[src/sv/itrt_pkg.sv]
// Shared types and constants for the integer to radix text converter.
package itrt_pkg;

  localparam int unsigned CELL_W = 6;

  localparam logic [CELL_W-1:0] RADIX_MIN   = 6'd2;
  localparam logic [CELL_W-1:0] RADIX_MAX   = 6'd36;
  localparam logic [CELL_W-1:0] RADIX_RESET = 6'd10;
  localparam logic [CELL_W-1:0] RADIX_DEC   = 6'd10;
  localparam logic [CELL_W-1:0] DIGIT_MAX   = 6'd9;
  localparam logic [CELL_W-1:0] LETTER_OFS  = 6'd10;

  localparam logic [7:0] CHAR_ZERO  = 8'h30;
  localparam logic [7:0] CHAR_A     = 8'h61;
  localparam logic [7:0] CHAR_MINUS = 8'h2d;

  localparam logic ACT_SIGNED = 1'b0;

  typedef enum logic [1:0] {
    ST_IDLE,
    ST_CONV,
    ST_EMIT
  } state_t;

  function automatic logic [7:0] digit_char(input logic [CELL_W-1:0] d);
    logic [7:0] c;
    if (d > DIGIT_MAX) begin
      c = CHAR_A + {2'b00, d - LETTER_OFS};
    end else begin
      c = CHAR_ZERO + {2'b00, d};
    end
    return c;
  endfunction

endpackage

[src/sv/integer_to_radix_text.sv]
// Integer to radix text converter: bit-serial base conversion and character emission.
// Conversion shifts the value into the digit cells one bit a cycle; emission then emits a '-' for a
// negative signed decimal value and scans out one cell a cycle while the output is free (leading
// zero cells are dropped without waiting). A new value is accepted only in idle, after the last one.
// Reset: rst (synchronous) returns to idle, drops m_tvalid and sets the radix to 10.
module integer_to_radix_text #(
  parameter int unsigned VALUE_WIDTH = 64
) (
  input  logic        clk,
  input  logic        rst,
  input  logic        radix_wr_en,
  input  logic [5:0]  radix_wr_data,
  input  logic        s_tvalid,
  output logic        s_tready,
  input  logic [63:0] s_tdata,   // [63:0] value
  input  logic        s_tuser,   // [0] action
  output logic        m_tvalid,
  input  logic        m_tready,
  output logic [7:0]  m_tdata,   // [7:0] char_code
  output logic        m_tlast    // last_char
);

  localparam int unsigned CW    = itrt_pkg::CELL_W;
  localparam int unsigned CNT_W = (VALUE_WIDTH > 1) ? $clog2(VALUE_WIDTH) : 1;
  localparam logic [CNT_W-1:0] CNT_TOP = CNT_W'(VALUE_WIDTH - 1);

  itrt_pkg::state_t state, state_next;

  logic [CW-1:0]          radix;
  logic [VALUE_WIDTH-1:0] mag;
  logic [CW-1:0]          cells [VALUE_WIDTH];
  logic [CNT_W-1:0]       cnt;
  logic                   neg_pend;
  logic                   seen;

  logic                   accept;
  logic                   out_free;
  logic                   conv_step;
  logic                   emit_shift;
  logic                   emit_char;
  logic                   emit_minus;
  logic                   load_out;

  logic [VALUE_WIDTH-1:0] in_val;
  logic                   in_neg;
  logic [VALUE_WIDTH-1:0] gen, prop_or_gen;
  logic [VALUE_WIDTH:0]   carry_sum;
  logic [VALUE_WIDTH-1:0] carry_in;
  logic [CW-1:0]          cell_new [VALUE_WIDTH];
  logic [CW-1:0]          top;
  logic                   top_live;

  assign accept   = s_tvalid & s_tready;
  assign out_free = ~m_tvalid | m_tready;
  assign in_val   = s_tdata[VALUE_WIDTH-1:0];
  assign in_neg   = (s_tuser == itrt_pkg::ACT_SIGNED) && (radix == itrt_pkg::RADIX_DEC)
                    && in_val[VALUE_WIDTH-1];

  // Doubling every digit cell: generate when 2d >= r, propagate when only 2d+1 reaches r.
  // The carries ripple like an adder's, so one wide add resolves them.
  always_comb begin
    for (int i = 0; i < VALUE_WIDTH; i++) begin
      gen[i]         = ({cells[i], 1'b0} >= {1'b0, radix});
      prop_or_gen[i] = ({cells[i], 1'b1} >= {1'b0, radix});
    end
  end

  assign carry_sum = {1'b0, prop_or_gen} + {1'b0, gen} + {{VALUE_WIDTH{1'b0}}, mag[VALUE_WIDTH-1]};
  assign carry_in  = carry_sum[VALUE_WIDTH-1:0] ^ prop_or_gen ^ gen;

  always_comb begin
    logic [CW:0] t;
    for (int i = 0; i < VALUE_WIDTH; i++) begin
      t = {cells[i], carry_in[i]};
      if (t >= {1'b0, radix}) begin
        cell_new[i] = CW'(t - {1'b0, radix});
      end else begin
        cell_new[i] = t[CW-1:0];
      end
    end
  end

  assign top      = cells[VALUE_WIDTH-1];
  assign top_live = seen | (top != '0) | (cnt == '0);

  // next state
  always_comb begin
    state_next = state;
    unique case (state)
      itrt_pkg::ST_IDLE: begin
        if (accept) state_next = itrt_pkg::ST_CONV;
      end
      itrt_pkg::ST_CONV: begin
        if (cnt == '0) state_next = itrt_pkg::ST_EMIT;
      end
      itrt_pkg::ST_EMIT: begin
        if (emit_shift && cnt == '0) state_next = itrt_pkg::ST_IDLE;
      end
      default: state_next = itrt_pkg::ST_IDLE;
    endcase
  end

  // control outputs
  always_comb begin
    s_tready   = 1'b0;
    conv_step  = 1'b0;
    emit_shift = 1'b0;
    emit_char  = 1'b0;
    emit_minus = 1'b0;
    unique case (state)
      itrt_pkg::ST_IDLE: s_tready = 1'b1;
      itrt_pkg::ST_CONV: conv_step = 1'b1;
      itrt_pkg::ST_EMIT: begin
        if (neg_pend) begin
          emit_minus = out_free;
        end else if (!top_live) begin
          emit_shift = 1'b1;
        end else if (out_free) begin
          emit_shift = 1'b1;
          emit_char  = 1'b1;
        end
      end
      default: ;
    endcase
  end

  assign load_out = emit_char | emit_minus;

  always_ff @(posedge clk) begin
    if (rst) begin
      state    <= itrt_pkg::ST_IDLE;
      radix    <= itrt_pkg::RADIX_RESET;
      m_tvalid <= 1'b0;
      cnt      <= '0;
      neg_pend <= 1'b0;
      seen     <= 1'b0;
    end else begin
      state <= state_next;
      if (radix_wr_en) begin
        if (radix_wr_data < itrt_pkg::RADIX_MIN) begin
          radix <= itrt_pkg::RADIX_MIN;
        end else if (radix_wr_data > itrt_pkg::RADIX_MAX) begin
          radix <= itrt_pkg::RADIX_MAX;
        end else begin
          radix <= radix_wr_data;
        end
      end
      if (load_out) begin
        m_tvalid <= 1'b1;
      end else if (m_tready) begin
        m_tvalid <= 1'b0;
      end
      if (accept) begin
        cnt      <= CNT_TOP;
        neg_pend <= in_neg;
        seen     <= 1'b0;
      end else if (conv_step) begin
        cnt <= (cnt == '0) ? CNT_TOP : cnt - 1'b1;
      end else if (emit_shift) begin
        cnt <= cnt - 1'b1;
      end
      if (emit_minus) neg_pend <= 1'b0;
      if (emit_char) seen <= 1'b1;
    end
  end

  // datapath registers
  always_ff @(posedge clk) begin
    if (accept) begin
      mag <= in_neg ? (~in_val + 1'b1) : in_val;
      for (int i = 0; i < VALUE_WIDTH; i++) cells[i] <= '0;
    end else if (conv_step) begin
      mag <= {mag[VALUE_WIDTH-2:0], 1'b0};
      for (int i = 0; i < VALUE_WIDTH; i++) cells[i] <= cell_new[i];
    end else if (emit_shift) begin
      for (int i = VALUE_WIDTH - 1; i > 0; i--) cells[i] <= cells[i-1];
      cells[0] <= '0;
    end
    if (emit_minus) begin
      m_tdata <= itrt_pkg::CHAR_MINUS;
      m_tlast <= 1'b0;
    end else if (emit_char) begin
      m_tdata <= itrt_pkg::digit_char(top);
      m_tlast <= (cnt == '0);
    end
  end

endmodule
[config.mk]
export PLATFORM = sky130hd
export DESIGN_NAME = integer_to_radix_text
export DESIGN_NICKNAME = d
export VERILOG_FILES = /design/src/sv/itrt_pkg.sv /design/src/sv/integer_to_radix_text.sv
export SDC_FILE = /design/constraint.sdc
export NUM_CORES = 2
export LEC_CHECK = 0
export ABC_AREA = 1
export ABC_CLOCK_PERIOD_IN_PS = 30900
export BUFFER_PORTS_ARGS = -buffer_cell sky130_fd_sc_hd__buf_4
export CAP_MARGIN = 5
export CELL_PAD_IN_SITES_DETAIL_PLACEMENT = 0
export CELL_PAD_IN_SITES_GLOBAL_PLACEMENT = 1
export CORE_ASPECT_RATIO = 0.5
export CORE_MARGIN = 5
export CORE_UTILIZATION = 52
export DETAILED_ROUTE_END_ITERATION = 7
export PLACE_DENSITY = 0.95
export SLEW_MARGIN = 20
export SYNTH_ARGS = -nofsm -noshare
export SYNTH_HDL_FRONTEND = slang
export SYNTH_SLANG_ARGS = --single-unit
[constraint.sdc]
create_clock -name clk -period 30.9 [get_ports clk]
set_input_delay 1.545 -clock clk [delete_from_list [all_inputs] [get_ports clk]]
set_output_delay 1.545 -clock clk [all_outputs]
set_load 0.01 [all_outputs]
==> results.md <==
* Status: complete, no violations
* Reg area at between 10000 and 15000 um^2
* Hold-fix buffers, CTS at 0
* IO Port Bufs at 86
* Non-Filler Instances at roughly 8000
* R2R depth at 24
* Most frequent cells in the layout: 1610 x nand2_1, 769 x o21ai_0, 695 x inv_1
* Inst Count DP at between 7000 and 8000
* CP max stage delay at 720 ps
* CTS sink cnt at ~470
* CTS buffer count at between 50 and 60
* Worst path required time at around 31000 ps
* Final nets at about 7400
* Initial Utilization at 0.5256
* Syn Area/Cell at a little over 7 um^2
* P&R area growth vs syn at 7.496%
* Slew HR at 0.2543
* Highest clock rate at about 130 MHz
* Setup violations, final at 0
* Clock transition at the registers of the reported paths at about 70 ps
* Total GRT Usage at 0.2990
* Clock network fraction of total power at 0.103
* DR DRC count at 0
* Post-CTS sizing at 0
* Crit path buf inv count at 4
* Average via count per standard cell at just under 6
* Crit path max-delay family: compound AO/OA/AOI/OAI gates
* Multi-input logic area at 32130 um^2
* Worst hold margin at roughly 450 ps
* Die Wd at ~440 um
* Most common cell after layout, fill and taps aside: nand2_1
* Ys Warns at 0
* FF+latch count, synth at 474
* Levels on crit path at 24
* Root Buffer: clkbuf_16
* PwrDens at 130.6 nW/um^2
* R2r endpoint: cells[1][178]
* Clk buf depth at 3
* Synth Area in XOR/XNOR at 0.07975
* TritonCTS clock tree: yes
* Synth Area in Adders at 0.1623
* Antenna viol nets, final at 0
* Sequential share of power at 0.170
* Post-CTS setup buffer count at 0
* Syn Nets at 7385
* Fill count at 8636
* Max VDD drop at 0.07094 mV
* Final Util at 0.5650
* Vias in the first global route at ~46000
* Post-Synth Simple-Gate Area at 0.2140
* Final hold vios at 0
* Logic pwr share at 0.726
* Share of the synthesized area in the top cell type at 0.1685
* Arr. time, crit path at around 8000 ps
* Skew-Pair Late Insertion Delay at ~660 ps
* Drt wl/cell at between 15 and 20 um
* CP Cell Sequence: clkinv_2 > buf_4 > ha_1 > nand2_1 > nor3_1 > inv_1 > o21ai_0 > ha_1 > a21oi_1 > o21ai_0 > a21oi_1 > nor2_1 > nor2_1 > nor2_1 > a2111oi_0 > nand3_1 > and2_1 > ha_1 > o21ai_0 > nand2_1 > nand2_1 > inv_1 > o211ai_1 > a31oi_1
* Critical path destination: cells[1][178]
* P_int at a little over 3 mW
* Rows at a little under 80
* Syn Inst Count at ~6700
* Initial DRC Count at 4164
* Die ar. at approximately 98000 um^2
* Final worst path period need at 7497 ps
* # IOs at 87
* Startpoint types: flip-flop
* Overflow after GRT at 0
* Power, Total at between 6 and 7 mW
* Worst Hold Class: reg -> reg
* Area leader, netlist: edfxtp_1
* Setup Skew at 29.57 ps
* Critical path's slowest cell: a2111oi_0
* Crit end category: flip-flop
* Crit-path max FO at 35
* H-tree Lvls at 2
* Count of different cell masters after synthesis at 65
* Routed via count at between 40000 and 50000
* Crit path from: radix[4]
* RSZ-0062 raised after global routing: no
* Least-Margin Pin Slew at 1119 ps
* Wirelength, routed at roughly 150 mm
* Post-detail-place hpwl at 108.0 mm
* Switching power at approximately 3.6 mW
* Critical path type: reg -> reg
* Initial antenna violation count at 1
* First-pass GRT wire length at 240.5 mm
* Syn Std Cell Area at approximately 48000 um^2
* Setup TNS at 0 ps
* First-pass DRT Iterations at 7
* R2R setup slack at ~23000 ps
* Area contributors post-synth: edfxtp_1 17%, ha_1 14%, nand2_1 13%
* Leak at approximately 22 nW
* Mux cell area share after synthesis at 0
* Max Transition Viols Final at 0
* RD Place Congestion at around 0.98
* Reg-to-Reg Start: radix[4]
* Max-cap violations at 0
* Combinational family with the most area after synthesis: compound AO/OA/AOI/OAI gates
* Register area share after synthesis at 0.2549
* Post-synthesis compound-gate area fraction at 0.2160
* Core ar. at between 90000 and 100000 um^2
* Sw Ratio at 0.5432
* Final period util at 0.2426
* Share of cells above drive strength 1 at 0.04545
* Die Y at around 220 um
* Largest net degree at the start of global routing at roughly 140
-- flip-flops by register name, summed over array words and instances (netlist names) --
signal    count
cells       384
cnt           6
m_tdata       8
m_tlast       1
m_tvalid      1
mag          64
neg_pend      1
radix         6
seen          1
state         2
-- worst reg2reg max path, cell delays in order, from the launching register on --
cell	delay [ps]
dfxtp_1	380
clkinv_2	670
buf_4	750
ha_1	520
nand2_1	70
nor3_1	320
inv_1	70
o21ai_0	410
ha_1	390
a21oi_1	250
o21ai_0	190
a21oi_1	480
nor2_1	80
nor2_1	190
nor2_1	50
a2111oi_0	720
nand3_1	200
and2_1	220
ha_1	200
o21ai_0	410
nand2_1	100
nand2_1	290
inv_1	130
o211ai_1	180
a31oi_1	100
-- synthesized netlist by cell type (all sizes together) --
| master | number |
|---|---|
| xnor2 | 163 |
| nand4 | 37 |
| nand2 | 1630 |
| a211oi | 5 |
| a311oi | 1 |
| nor3b | 2 |
| nor4 | 24 |
| nand3 | 178 |
| a31oi | 200 |
| or2 | 24 |
| o31a | 5 |
| and3 | 27 |
| edfxtp | 268 |
| o21ba | 2 |
| nor3 | 103 |
| o2111ai | 1 |
| o21a | 22 |
| o22ai | 56 |
| o211ai | 93 |
| a221oi | 4 |
| clkbuf | 150 |
| buf | 40 |
| fa | 64 |
| dfxtp | 206 |
| nand3b | 13 |
| and2 | 4 |
| a21oi | 586 |
| o221ai | 27 |
| o311ai | 1 |
| o21bai | 8 |
| a2111oi | 1 |
| o31ai | 7 |
| o221a | 3 |
| xor2 | 271 |
| o21ai | 785 |
| inv | 711 |
| a21o | 6 |
| a21boi | 2 |
| a32o | 33 |
| clkinv | 15 |
| ha | 517 |
| nor2 | 433 |
-- worst min path at each step --
stage	endpoint	cells after the start	startpoint	slack, ps
after floorplan	cnt[0]	1	cnt[0]	420
after global placement	cnt[0]	1	cnt[0]	440
after detailed placement	cnt[0]	1	cnt[0]	440
after CTS	cnt[0]	1	cnt[0]	450
after global routing	cnt[0]	1	cnt[0]	500
final	cnt[0]	1	cnt[0]	450
-- per-layer routing --
layer	wire length [um]	track usage	vias up
met1	67140	0.4078	22320
met5	0	0	-
met4	4100	0.08455	0
met2	67050	0.4859	1763
li1	-	-	23000
met3	13260	0.05844	306
-- logic make-up after synthesis --
family          after synthesis
simple gates               2475
compound gates             1848
xor+xnor                    434
fa+ha+maj                   581
buf+inv                     916
flops                       474
-- cell type report --
| type | count | share of cell area |
|---|---|---|
| clock buffers | 57 | 0.02571 |
| inverters | 726 | 0.05369 |
| diodes | 1 | 0.00004875 |
| repair buffers | 122 | 0.01808 |
| clock inverters | 38 | 0.009140 |
| well taps | 1240 | 0.03022 |
| multi-input cells | 5338 | 0.6258 |
| flip-flops and latches | 474 | 0.2372 |
-- power groups by stage --
| stage | Combinational (mW) | Sequential, mW | Clock (mW) |
|---|---|---|---|
| floorplan | 3.62 | 1.08 | 0 |
| CTS | 4.80 | 1.14 | 0.700 |
| global route | 5.48 | 1.17 | 0.727 |
| finish | 4.87 | 1.14 | 0.692 |
| global placement | 4.66 | 1.14 | 0 |
| detailed placement | 4.77 | 1.14 | 0 |
-- per-stage QoR --
step	worst slack (ps)	cell area, um^2
6_report	23400	51340
5_1_grt	23000	51330
4_1_cts	23470	51330
3_5_place_dp	23530	49540
3_3_place_gp	23650	49540
2_1_floorplan	19310	47760
Power figures use the tool's default switching activity.
